[config.mk]
export PLATFORM = sky130hd
export DESIGN_NAME = hpq_seq
export DESIGN_NICKNAME = d
export VERILOG_FILES = /design/src/rtl/hpq_pkg.sv /design/src/rtl/hpq_seq.sv
export SDC_FILE = /design/constraint.sdc
export NUM_CORES = 1
export LEC_CHECK = 0
export BUFFER_PORTS_ARGS = -buffer_cell sky130_fd_sc_hd__clkbuf_2
export CORE_ASPECT_RATIO = 0.7
export CORE_UTILIZATION = 45
export DETAILED_ROUTE_END_ITERATION = 16
export PLACE_DENSITY = 0.65
export SETUP_SLACK_MARGIN = 0.02
export SLEW_MARGIN = 40
export SYNTH_ARGS = -nofsm -noshare
export SYNTH_HDL_FRONTEND = slang
export SYNTH_SLANG_ARGS = --single-unit
export TNS_END_PERCENT = 10
[constraint.sdc]
create_clock -name i_clk -period 2.85 [get_ports i_clk]
set_clock_uncertainty 0.2 [all_clocks]
set_input_delay 0.57 -clock i_clk [delete_from_list [all_inputs] [get_ports i_clk]]
set_output_delay 0.57 -clock i_clk [all_outputs]
set_load 0.03 [all_outputs]
[src/rtl/hpq_pkg.sv]
// Shared types and constants for the max-heap priority queue.
package hpq_pkg;

    // Number of entries the heap can hold.
    localparam int CAPACITY = 127;

    // Slot address and count width, and the wider child index that can hold 2*CAPACITY.
    localparam int AW = $clog2(CAPACITY + 1);
    localparam int IW = AW + 1;

    localparam int KEY_W      = 32;
    localparam int PAY_W      = 16;
    localparam int CNT_OUT_W  = 7;

    typedef logic [AW-1:0] t_addr;
    typedef logic [AW-1:0] t_cnt;
    typedef logic [IW-1:0] t_idx;

    typedef struct packed {
        logic signed [KEY_W-1:0] key;
        logic [PAY_W-1:0]        payload;
    } t_entry;

    typedef enum logic [1:0] {
        ST_OK    = 2'd0,
        ST_FULL  = 2'd1,
        ST_EMPTY = 2'd2
    } t_status;

    // Datapath action selected by the current microinstruction.
    typedef enum logic [3:0] {
        ACT_NONE,
        ACT_EMIT,
        ACT_INS_START,
        ACT_RD_PARENT,
        ACT_UP_MOVE,
        ACT_WR_ENT,
        ACT_RD_ROOT,
        ACT_REM_TOP,
        ACT_REM_LAST,
        ACT_RD_D,
        ACT_REM_LEFT,
        ACT_DOWN_MOVE,
        ACT_ST_FULL,
        ACT_ST_EMPTY
    } t_act;

    // Condition flags from the datapath to the sequencer.
    typedef struct packed {
        logic no_start;
        logic op_rem;
        logic full;
        logic empty;
        logic k_root;
        logic ins_gt;
        logic d_gt_cnt;
        logic rem_go;
        logic out_busy;
    } t_flags;

    // Control from the sequencer to the datapath.
    typedef struct packed {
        t_act act;
        logic idle;
    } t_ctl;

endpackage

[src/rtl/hpq_seq.sv]
// Microprogram sequencer: control store, step counter and conditional jumps.
module hpq_seq import hpq_pkg::*; (
    input  logic   i_clk,
    input  logic   i_rst_n,
    input  t_flags i_flags,
    output t_ctl   o_ctl
);

    typedef logic [4:0] t_upc;

    // Program addresses. The result step sits just before the idle step so that
    // it falls through to idle once the result register is free.
    localparam t_upc U_EMIT      = 5'd0;
    localparam t_upc U_IDLE      = 5'd1;
    localparam t_upc U_DISP      = 5'd2;
    localparam t_upc U_INS0      = 5'd3;
    localparam t_upc U_INS1      = 5'd4;
    localparam t_upc U_INS_HEAD  = 5'd5;
    localparam t_upc U_INS_CMP   = 5'd6;
    localparam t_upc U_INS_PLACE = 5'd7;
    localparam t_upc U_REM0      = 5'd8;
    localparam t_upc U_REM1      = 5'd9;
    localparam t_upc U_REM2      = 5'd10;
    localparam t_upc U_REM_HEAD  = 5'd11;
    localparam t_upc U_REM_LEFT  = 5'd12;
    localparam t_upc U_REM_PICK  = 5'd13;
    localparam t_upc U_REM_PLACE = 5'd14;
    localparam t_upc U_ERR_FULL  = 5'd15;
    localparam t_upc U_ERR_EMPTY = 5'd16;

    typedef enum logic [3:0] {
        C_NEXT,
        C_ALWAYS,
        C_NO_START,
        C_OP_REM,
        C_FULL,
        C_EMPTY,
        C_K_ROOT,
        C_INS_GT,
        C_D_GT_CNT,
        C_REM_GO,
        C_OUT_BUSY
    } t_cond;

    typedef struct packed {
        t_act  act;
        t_cond cond;
        t_upc  target;
    } t_uword;

    function automatic t_uword f_rom(input t_upc a);
        t_uword w;
        unique case (a)
            U_EMIT:      w = t_uword'{ACT_EMIT,      C_OUT_BUSY, U_EMIT};
            U_IDLE:      w = t_uword'{ACT_NONE,      C_NO_START, U_IDLE};
            U_DISP:      w = t_uword'{ACT_NONE,      C_OP_REM,   U_REM0};
            U_INS0:      w = t_uword'{ACT_NONE,      C_FULL,     U_ERR_FULL};
            U_INS1:      w = t_uword'{ACT_INS_START, C_NEXT,     U_IDLE};
            U_INS_HEAD:  w = t_uword'{ACT_RD_PARENT, C_K_ROOT,   U_INS_PLACE};
            U_INS_CMP:   w = t_uword'{ACT_UP_MOVE,   C_INS_GT,   U_INS_HEAD};
            U_INS_PLACE: w = t_uword'{ACT_WR_ENT,    C_ALWAYS,   U_EMIT};
            U_REM0:      w = t_uword'{ACT_RD_ROOT,   C_EMPTY,    U_ERR_EMPTY};
            U_REM1:      w = t_uword'{ACT_REM_TOP,   C_NEXT,     U_IDLE};
            U_REM2:      w = t_uword'{ACT_REM_LAST,  C_NEXT,     U_IDLE};
            U_REM_HEAD:  w = t_uword'{ACT_RD_D,      C_D_GT_CNT, U_REM_PLACE};
            U_REM_LEFT:  w = t_uword'{ACT_REM_LEFT,  C_NEXT,     U_IDLE};
            U_REM_PICK:  w = t_uword'{ACT_DOWN_MOVE, C_REM_GO,   U_REM_HEAD};
            U_REM_PLACE: w = t_uword'{ACT_WR_ENT,    C_ALWAYS,   U_EMIT};
            U_ERR_FULL:  w = t_uword'{ACT_ST_FULL,   C_ALWAYS,   U_EMIT};
            U_ERR_EMPTY: w = t_uword'{ACT_ST_EMPTY,  C_ALWAYS,   U_EMIT};
            default:     w = t_uword'{ACT_NONE,      C_ALWAYS,   U_IDLE};
        endcase
        return w;
    endfunction

    t_upc   r_upc;
    t_upc   n_upc;
    t_uword w_cur;
    logic   w_take;

    always_comb begin
        w_cur = f_rom(r_upc);
        unique case (w_cur.cond)
            C_NEXT:     w_take = 1'b0;
            C_ALWAYS:   w_take = 1'b1;
            C_NO_START: w_take = i_flags.no_start;
            C_OP_REM:   w_take = i_flags.op_rem;
            C_FULL:     w_take = i_flags.full;
            C_EMPTY:    w_take = i_flags.empty;
            C_K_ROOT:   w_take = i_flags.k_root;
            C_INS_GT:   w_take = i_flags.ins_gt;
            C_D_GT_CNT: w_take = i_flags.d_gt_cnt;
            C_REM_GO:   w_take = i_flags.rem_go;
            C_OUT_BUSY: w_take = i_flags.out_busy;
            default:    w_take = 1'b0;
        endcase
        n_upc = w_take ? w_cur.target : t_upc'(r_upc + 5'd1);
    end

    always_ff @(posedge i_clk) begin
        if (!i_rst_n) begin
            r_upc <= U_IDLE;
        end else begin
            r_upc <= n_upc;
        end
    end

    assign o_ctl.act  = w_cur.act;
    assign o_ctl.idle = (r_upc == U_IDLE);

endmodule

Word-level counts from Yosys, hierarchy flattened
Memory sizes are Yosys's and may differ from the RTL's. A register that Yosys moved wholly into a read port is not among the register bits.
Index checks and enable logic that the tools add are counted.
{"block": "totals", "n_memories": 1, "input_bits": 11, "register_bits": 5, "elab_cells": 17, "out_inout_bits": 5, "romBits": 416}
{"name": "(no name shown)", "words": 32, "width": 13, "read_ports": 1, "rd_ports_with_merged_regs": 1, "write_ports": 0, "line": "hpq_seq.sv:53", "rtl": "unique case (a)"}
{"block": "classes", "n_eq_ne": 11, "n_addsub": 1, "mux": 3}
{"op": "equality test 4 x 3 -> 1 bit, second input constant", "count": 4}
{"op": "equality test 4 bit, second input constant", "count": 3}
{"op": "2-to-1 mux 5 bit", "count": 2}
{"op": "one-hot mux 1 bit (10 select lines)", "count": 1}
{"op": "equality test 4 x 2 -> 1 bit, second input constant", "count": 2}
{"op": "adder 5 x 1 -> 5 bit, second input constant", "count": 1}
{"op": "equality test 5 x 1 -> 1 bit, second input constant", "count": 1}
{"op": "equality test 4 x 1 -> 1 bit, second input constant", "count": 1}

Longest topological paths before layout
Gate-level depths: netlist of the first run.
{"block": "logic_depth", "depth_word": 4, "ltp_mapped": 13, "mapped_depth_nobuf": 11}

Worst setup path after synthesis of the first run
Ideal clock, no wire load.
{"block": "synth_path", "kind": "input to register", "start": "input i_flags[3] (netlist bit)", "end": "register w_cur[9] (netlist name)", "required_time_ns": 2.528, "path_slack_ns": -0.195, "setup_time_ns": 0.122, "path_buffers": 2, "t_arrival_ns": 2.722, "path_stages": 12, "path_cell_list": "mux2i_1 > nor3_1 > or3_1 > buf_2 > or2_1 > buf_6 > o21ai_0 > nor2_1 > ha_1 > a211o_1 > a21oi_1 > a311o_1"}
{"block": "synth_between", "elab_chain_cells": 3}
{"element": "from (decl)", "line": "hpq_seq.sv:5", "rtl": "input t_flags i_flags,"}
{"element": "one-hot mux 1 bit (10 select lines)", "line": "hpq_seq.sv:83", "rtl": "unique case (w_cur.cond)"}
{"element": "2-to-1 mux 5 bit", "line": "hpq_seq.sv:97", "rtl": "n_upc = w_take ? w_cur.target : t_upc'(r_upc + 5'd1);"}
{"element": "2-to-1 mux 5 bit (no line)"}
No other way between the ends.
A chain may end at the register's enable or synchronous reset.

Final worst setup path of the first run
{"block": "layout_path", "start": "register w_cur[6] (netlist name)", "end": "register w_cur[12] (netlist name)"}
{"block": "layout_between", "elab_chain_cells": 4, "word_cells_on_any_way": 13, "cone_classes": "10 x eq/ne; 3 x mux"}
{"element": "equality test 4 bit, or another cell as far along", "line": "hpq_seq.sv:83"}
{"element": "one-hot mux 1 bit (10 select lines) (*)", "line": "hpq_seq.sv:83"}
{"element": "2-to-1 mux 5 bit (*)", "line": "hpq_seq.sv:97"}
{"element": "2-to-1 mux 5 bit (no line) (*)"}
Mark *: on every way between the ends. The rest lies on a longest branch, timed or not.

==> results.json, run 1 <==
{
  "startpoint_type": "flip-flop",
  "synth_ff_type": "dfxtp_1",
  "crit_chain": "and2b_1 > nand2_1 > a311oi_4 > buf_4 > nand2b_1 > o221a_4 > inv_1 > ha_1 > inv_1 > a31oi_1 > a211o_1",
  "ff2ff_setup_slack_ns": 0.08,
  "yosys.area_share.simple": 0.201,
  "fin_ws_ns": 0.0820,
  "ys_ff_latch": 18,
  "start_util": 0.490,
  "slew_headroom": 0.675,
  "cts.clk_slew.worst_paths_ns": 0.07,
  "place.gp.congestion": 0.899,
  "slowest_stage": "a311oi_4",
  "min_to": "r_upc[3]",
  "fin_hold_ws_ns": 0.341,
  "dr_wl_met2_um": 1360,
  "area_delta_synth_final_pct": 24.2,
  "slew_violations": 0,
  "hold_class": "flip-flop to flip-flop",
  "cts_hold_buf": 0,
  "antenna_found_initial": 0,
  "synthCells": 138,
  "holdPathStages": 2,
  "die-area_um2": 2980,
  "finalPower_mw": 2.22,
  "met1_length_um": 1520,
  "status": "finished, final reports clean",
  "rsz0062_at_grt": "true",
  "via_per_inst": 5.45,
  "first_global_vias": 1030,
  "synth_mux_area_frac": 0.0413,
  "synth_adder_area_share": 0.121,
  "power.leakage_nw": 0.686,
  "reg2reg_to": "w_cur[12]",
  "synth_top_family_by_area": "compound AO/OA/AOI/OAI gates",
  "grt_pass1_wl_um": 4840,
  "die_w_um": 64.8,
  "cp_max_fo": 6,
  "max-cap-violations": 0,
  "root_buffer": "clkbuf_8",
  "drive_above_1_share": 0.329,
  "ys_types": 48,
  "worstSkewPairLatency_ns": 0.26,
  "numPortBuffers": 15,
  "utilization": 0.608,
  "wire_per_inst_um": 15.5,
  "synthXorXnorAreaFrac": 0.0282,
  "finalHoldViolCount": 0,
  "max_stage_delay_ns": 0.39,
  "worst_path_most_repeated_cell": "inv_1",
  "worstMarginPinSlew_ns": 0.473,
  "vias": 1080,
  "drt_iter0_drc": 90,
  "syn_avg_cell_area_um2": 8.99,
  "grt_overflow_total": 0,
  "layout.cells.non_filler": 198,
  "worstSetupPathType": "flip-flop to flip-flop",
  "nets": 188,
  "numClockSinks": 18,
  "crit_path_end_kind": "flip-flop",
  "hp-start": "w_cur[3]",
  "synth_fp_nets": 161,
  "dpl.cell_count": 194,
  "finalCritPeriodShare": 0.971,
  "synth_area_um2": 1240,
  "grt_max_degree": 11,
  "reg2reg_depth": 11,
  "synth-edff-count": 0,
  "wl_um": 3060,
  "die_y_um": 45.9,
  "pwr_density_cell_nw_per_um2": 1440,
  "clock.fmax_mhz": 361,
  "arrival_ns": 2.71,
  "cts_made_buffers": 3,
  "first_pass_iters": 4,
  "synthArstFlopShare": 0,
  "met3_length_um": 144,
  "highest_layer": "met4",
  "post-route-min-period_ns": 2.77,
  "grt_use_total": 0.226,
  "drc": 0,
  "synth_warnings": 0,
  "dp_hpwl_um": 2370,
  "h-tree-depth": 1,
  "io_pins": 16,
  "rows": 15,
  "cts_tree": "built",
  "cp.required_ns": 2.79,
  "antenna_cells": 0,
  "yosysSeqAreaShare": 0.290,
  "cts_setup_buffers": 0,
  "synth_compound_area_frac": 0.244,
  "cts.path.max_buffers": 2,
  "coreArea_um2": 2530,
  "timing.rr.start": "w_cur[6]",
  "peakVddDrop_mv": 0.608,
  "dpl_worst_slack_ns": -0.116,
  "postRouteAntennaNets": 0,
  "setup_viol": 0
}
[power breakdown]
part / switching, mW / total [mW] / internal, mW
Clock: 0.0912 / 0.214 / 0.123
Sequential: 0.0981 / 0.461 / 0.363
Combinational: 0.815 / 1.54 / 0.728
Total: 1.00 / 2.22 / 1.21
[cells by family after synthesis]
| logic type | count (synthesis) |
|---|---|
| XOR/XNOR | 4 |
| adder cells (fa/ha/maj) | 12 |
| flip-flops | 18 |
| AND/OR/NAND/NOR | 46 |
| buffers and inverters | 16 |
| AO/OA/AOI/OAI | 37 |
| multiplexers | 5 |
[stage by stage]
stage,instance area (um2),setup TNS [ns]
2_1_floorplan,1260,-0.00330
3_3_place_gp,1430,-0.106
3_5_place_dp,1430,-0.234
4_1_cts,1490,0
5_1_grt,1540,-0.0436
6_report,1540,0
[cell usage after synthesis, types with 3 or more instances]
master | n | area [um2]
a21oi_1 | 3 | 15.0
buf_4 | 4 | 30.0
dfxtp_1 | 18 | 360
xor2_1 | 3 | 26.3
mux2i_1 | 4 | 40.0
nor2_1 | 7 | 26.3
nand3b_1 | 7 | 52.6
nand3_1 | 4 | 20.0
a22oi_1 | 3 | 22.5
o21ai_0 | 7 | 35.0
inv_1 | 6 | 22.5
nand2_1 | 12 | 45.0
a211o_1 | 3 | 26.3
ha_1 | 12 | 150
a211oi_1 | 3 | 22.5
[state kept, by name, summed over array words and instances (netlist names)]
register  cells
w_cur        13
r_upc         5
[how the worst max path moves through the flow]
stage / startpoint / end / cells after the start
after CTS: w_cur[5] / w_cur[9] / 10
after global placement: i_flags[3] / w_cur[9] / 11
after global routing: w_cur[6] / w_cur[12] / 11
final: w_cur[6] / w_cur[12] / 11
after detailed placement: i_flags[3] / w_cur[9] / 11
after floorplan: i_flags[3] / w_cur[12] / 12
[per-layer routing]
layer | global-route usage | vias up
li1 | - | 551
met3 | 0.0600 | 5
met5 | 0 | -
met4 | 0.0667 | 0
met1 | 0.308 | 495
met2 | 0.350 | 29
[worst max-delay path, delay by kind of cell, from the launching register on]
family / cells / cell delay [ns]
compound gates: 4 / 1.07
fa+ha+maj: 1 / 0.21
buf+inv: 3 / 0.36
flops: 1 / 0.35
simple gates: 3 / 0.45
[final cells by class]
class,instances,area [um2]
flip-flops and latches,18,368
inverters,7,26.3
multi-input cells,104,855
fillers,210,992
repair buffers,31,195
well taps,34,42.5
clock buffers,4,55.1
[cell usage in the layout, fill, tap and decap left out, types with 4 or more instances in the layout]
cell,Yosys,routed
nand3b_1,7,7
nand2_1,12,12
nor2_1,7,6
buf_4,4,16
dfxtp_1,18,14
inv_1,6,6
mux2i_1,4,4
ha_1,12,11
nand3_1,4,4
clkbuf_2,0,15
o21ai_0,7,6
clkbuf_8,0,4
[repair_timing]
item | 4_1_cts | 5_1_grt
gates resized for setup | 1 | 11
gates cloned | 0 | 0
setup endpoints to repair | 1 | 7
pin swaps | 0 | 2
Power figures use the tool's default switching activity.
==> inputs of run 2 (changes only) <==
- ABC_AREA: not set -> 1
- CORE_MARGIN: not set -> 1
- CORE_UTILIZATION: 45 -> 50
- PLACE_DENSITY: 0.65 -> 0.71
==> run 2 against run 1 <==
Effect of this change: synthesized cell count is 23% higher; highest routed layer unchanged; routed wire length is 11% lower; non-clock buffer count is 15 lower; cell count is 11% higher; critical endpoint is now w_cur[7]; utilization is 2.3 points lower.
==> results.json, run 2 <==
{
  "first_global_vias": 1020,
  "synth_area_leaders": "dfxtp_1 28%, nand2_1 12%, ha_1 12%, nand3_1 10%, inv_1 4.9%",
  "worstMarginPinSlew_ns": 0.329,
  "syn_avg_cell_area_um2": 7.62,
  "cts.path.max_buffers": 2,
  "cts_hold_buf": 0,
  "grt_use_total": 0.211,
  "area_delta_synth_final_pct": 11.2,
  "grt_max_degree": 12,
  "h-tree-depth": 1,
  "post-route-min-period_ns": 2.47,
  "largest_reg_flops": 13,
  "root_buffer": "clkbuf_8",
  "dp_hpwl_um": 2170,
  "finalSetupTns_ns": 0,
  "worstSetupPathType": "flip-flop to flip-flop",
  "io_pins": 16,
  "hold_class": "flip-flop to flip-flop",
  "via_per_inst": 5.16,
  "timing.rr.start": "w_cur[6]",
  "setup_viol": 0,
  "postRouteAntennaNets": 0,
  "worstSkewPairLatency_ns": 0.25,
  "min_to": "r_upc[0]",
  "die_y_um": 44.6,
  "finalCritPeriodShare": 0.866,
  "synthCells": 170,
  "wl_um": 2720,
  "grt_pass1_wl_um": 4410,
  "antenna_cells": 0,
  "holdPathStages": 2,
  "reg2reg_to": "w_cur[7]",
  "nets": 209,
  "numClockSinks": 18,
  "hp-start": "w_cur[0]",
  "slew_headroom": 0.778,
  "synth_fp_nets": 193,
  "vias": 1130,
  "ys_types": 25,
  "cts_tree": "built",
  "synth_warnings": 0,
  "finalHoldViolCount": 0,
  "ctsResizeCount": 0,
  "fillers": 237,
  "arrival_ns": 2.45,
  "numPortBuffers": 15,
  "drc": 0,
  "rsz0062_at_grt": "false",
  "first_pass_iters": 4,
  "coreArea_um2": 2460,
  "cts_setup_buffers": 0,
  "synth_ff_type": "dfxtp_1",
  "final_cell_mix": "43 x nand2_1, 26 x nand3_1, 18 x dfxtp_1, 17 x inv_1, 15 x clkbuf_2",
  "ys_ff_latch": 18,
  "status": "finished, final reports clean",
  "drt_iter0_drc": 45,
  "wire_per_inst_um": 12.4,
  "synth_area_um2": 1290,
  "slew_violations": 0,
  "crit_path_end_kind": "flip-flop",
  "ff2ff_setup_slack_ns": 0.38,
  "place.gp.congestion": 0.900,
  "synth.top_cell.area_share": 0.278,
  "synthArstFlopShare": 0,
  "die-area_um2": 2800,
  "rows": 15,
  "reg2reg_depth": 14,
  "yosysSeqAreaShare": 0.278,
  "max-cap-violations": 0,
  "cts.clk_slew.worst_paths_ns": 0.07,
  "layout_commonest_cell": "nand2_1",
  "synth-edff-count": 0,
  "startpoint_type": "flip-flop",
  "start_util": 0.527,
  "synth_common_cells": "43 x nand2_1, 26 x nand3_1, 18 x dfxtp_1",
  "drive_above_1_share": 0.265,
  "grt_overflow_total": 0,
  "antenna_found_initial": 0,
  "clock.fmax_mhz": 405,
  "cp_max_fo": 8,
  "synth.most_common_cell": "nand2_1",
  "cts_made_buffers": 3,
  "die_w_um": 62.8,
  "cp.required_ns": 2.83,
  "yosysTopAreaCell": "dfxtp_1"
}
[run 2: changes by cell type after synthesis, moves of 4 or more]
cell | before | now
o21ai_0 | 7 | 0
inv_1 | 6 | 17
nor2_4 | 0 | 4
nand3b_1 | 7 | 0
nand3_1 | 4 | 26
nand2_1 | 12 | 43
inv_2 | 0 | 4
mux2i_1 | 4 | 0
nand2_2 | 0 | 8
[run 2: cell families after synthesis]
logic type,Yosys count,synth area share
flops,18,0.278
buf+inv,27,0.0927
simple gates,104,0.456
xor+xnor,3,0.0203
compound gates,6,0.0367
fa+ha+maj,12,0.116
[run 2: layout make-up]
type	instances	area [um2]	area share
inverter	22	85.1	0.0591
sequential	18	360	0.250
multi-input combinational	125	815	0.566
clock buffer	4	55.1	0.0382
tap	34	42.5	0.0295
timing repair buffer	16	82.6	0.0573
[run 2: stage by stage]
step / instances / instance area [um2] / setup WS, ns / hold WS, ns / util
3_5_place_dp: 215 / 1390 / 0.281 / 0.245 / 0.563
2_1_floorplan: 170 / 1290 / 0.513 / 0.224 / -
5_1_grt: 219 / 1440 / 0.223 / 0.319 / 0.586
4_1_cts: 219 / 1440 / 0.417 / 0.264 / 0.586
6_report: 219 / 1440 / 0.383 / 0.263 / 0.586
3_3_place_gp: 215 / 1390 / 0.318 / 0.240 / 0.563
[run 2: worst max-delay path by stage]
stage               start         to  slack, ns  cells past startpoint
6_report         w_cur[6]   w_cur[7]       0.38                     14
5_1_grt          w_cur[6]   w_cur[7]       0.22                     15
4_1_cts          w_cur[6]   w_cur[5]       0.42                     15
3_5_place_dp   i_flags[3]  w_cur[11]       0.28                     15
3_3_place_gp   i_flags[2]   w_cur[7]       0.32                     15
2_1_floorplan  i_flags[2]   w_cur[9]       0.51                     15
[run 2: per-layer routing]
layer	GRT usage	vias to the layer above	routed length [um]
met2	0.396	46	1360
met3	0.0309	5	179
li1	-	569	-
met1	0.252	510	1140
met4	0.0698	0	29
met5	0	-	0
[run 2: critical path, cell delays in order, from the launching register on]
cell and delay [ns]:
dfxtp_1 0.44, inv_1 0.11, nand3_1 0.08, nand2_1 0.06, nand2_2 0.08, nand3_2 0.13, nor2_4 0.14, nor2_1 0.09
nor2_4 0.24, ha_1 0.29, inv_1 0.11, nand4_1 0.18, nand2_1 0.12, nand2_1 0.05, o21ai_1 0.08
Power of run 2 is not shown: default switching activity piles up to over one toggle a cycle in this logic, so the estimate is an artifact.
==> inputs of run 3 (changes only) <==
- PLACE_DENSITY: 0.71 -> 0.78
==> run 3 against run 2 <==
Effect of this change: worst setup slack worse by 0.031 ns; register-to-register slack lost 0.03 ns; worst hold slack gained 0.0072 ns; die area unchanged; global-route usage decreased by 1.5 points; routed wire length decreased by 5.6%; non-clock buffer count is 1 higher; via count decreased by 0.62%; critical path type unchanged; critical endpoint unchanged; highest routed layer unchanged.
==> results.json, run 3 (synthesized netlist as in run 2, its figures left out) <==
{
  "drive_above_1_share": 0.269,
  "final_cell_mix": "43 x nand2_1, 26 x nand3_1, 18 x dfxtp_1, 17 x inv_1, 15 x clkbuf_2",
  "holdPathStages": 2,
  "first_pass_iters": 4,
  "fin_hold_ws_ns": 0.270,
  "cts_hold_buf": 0,
  "numPortBuffers": 15,
  "finalSetupTns_ns": 0,
  "worstSetupPathType": "flip-flop to flip-flop",
  "cp_max_fo": 6,
  "status": "finished, final reports clean",
  "coreArea_um2": 2460,
  "min_to": "r_upc[0]",
  "cts.clk_slew.worst_paths_ns": 0.07,
  "cts_tree": "built",
  "antenna_cells": 0,
  "die_y_um": 44.6,
  "h-tree-depth": 1,
  "wire_per_inst_um": 11.7,
  "worst_path_most_repeated_cell": "nand2_1",
  "numClockSinks": 18,
  "via_per_inst": 5.10,
  "startpoint_type": "flip-flop",
  "cts_made_buffers": 3,
  "drt_iter0_drc": 49,
  "drc": 0,
  "grt_max_degree": 12,
  "root_buffer": "clkbuf_8",
  "hp-start": "w_cur[0]",
  "grt_overflow_total": 0,
  "dpl.cell_count": 216,
  "dpl_worst_slack_ns": 0.264,
  "worstSkewPairLatency_ns": 0.26,
  "die_w_um": 62.8,
  "cp.required_ns": 2.83,
  "io_pins": 16,
  "arrival_ns": 2.47,
  "regArea_um2": 360,
  "crit_path_end_kind": "flip-flop",
  "timing.rr.start": "w_cur[5]",
  "vias": 1123,
  "rows": 15,
  "postRouteAntennaNets": 0,
  "grt_pass1_wl_um": 4160,
  "fin_ws_ns": 0.351,
  "area_delta_synth_final_pct": 11.8,
  "layout_commonest_cell": "nand2_1",
  "ff2ff_setup_slack_ns": 0.35,
  "post-route-min-period_ns": 2.50,
  "worstMarginPinSlew_ns": 0.299,
  "finalHoldViolCount": 0,
  "max_stage_delay_ns": 0.41,
  "ctsResizeCount": 0,
  "hold_class": "flip-flop to flip-flop",
  "finalCritPeriodShare": 0.877,
  "crit_chain": "inv_1 > nand3_1 > nand2_1 > nand2_2 > nand3_2 > nor2_4 > nand2_1 > nand3_1 > inv_1 > ha_1 > inv_1 > nand4_1 > nand2_1 > nand2_1 > o21ai_1",
  "die-area_um2": 2800,
  "start_util": 0.527,
  "nets": 210,
  "reg2reg_depth": 15,
  "cts.path.max_buffers": 2,
  "grt_use_total": 0.195,
  "cts_setup_buffers": 0,
  "setup_viol": 0,
  "rsz0062_at_grt": "false",
  "slew_violations": 0,
  "first_global_vias": 970,
  "layout.cells.non_filler": 220,
  "multi_input_comb_area_um2": 815,
  "antenna_found_initial": 0,
  "wl_um": 2560,
  "dp_hpwl_um": 1980,
  "slowest_stage": "dfxtp_1",
  "largest_reg_flops": 13,
  "place.gp.congestion": 0.901,
  "max-cap-violations": 0,
  "fillers": 209,
  "clock.fmax_mhz": 400,
  "reg2reg_to": "w_cur[7]",
  "slew_headroom": 0.800
}
[run 3: cell count changes in the layout (fill, tap and decap cells not counted)]
cell   previous run  this run
buf_4             1         2
[run 3: worst max-delay path by stage]
stage | startpoint | to | slack (ns) | cells after the start
finish | w_cur[5] | w_cur[7] | 0.35 | 15
global route | w_cur[5] | w_cur[7] | 0.18 | 15
CTS | w_cur[5] | w_cur[7] | 0.36 | 15
detailed placement | i_flags[0] | w_cur[7] | 0.26 | 15
global placement | i_flags[2] | w_cur[7] | 0.33 | 16
floorplan | i_flags[2] | w_cur[9] | 0.51 | 15
[run 3: final cells by class]
| type | instances | area share |
|---|---|---|
| repair buffers | 17 | 0.0622 |
| flip-flops and latches | 18 | 0.249 |
| well taps | 34 | 0.0294 |
| clock buffers | 4 | 0.0380 |
| inverters | 22 | 0.0588 |
| multi-input cells | 125 | 0.563 |
[run 3: through the flow]
stage | utilization | cell area [um2]
2_1_floorplan | - | 1290
3_5_place_dp | 0.566 | 1390
4_1_cts | 0.589 | 1450
5_1_grt | 0.589 | 1450
6_report | 0.589 | 1450
3_3_place_gp | 0.566 | 1390
[run 3: per-layer routing]
metal  global-route usage  share of wire
met3               0.0232          0.050
met1                0.238           0.45
met4                0.126          0.015
met5                    0              0
met2                0.337           0.49
[run 3: worst max-delay path: cells and delay by family (launching register included)]
kind                       cells  cell delay (ns)
and+or+nand+nor               10             1.09
DFF                            1             0.41
adders and majority gates      1             0.33
buffers and inverters          3             0.28
AOI/OAI and AO/OA              1             0.10
Power of run 3 is left out for the same reason.
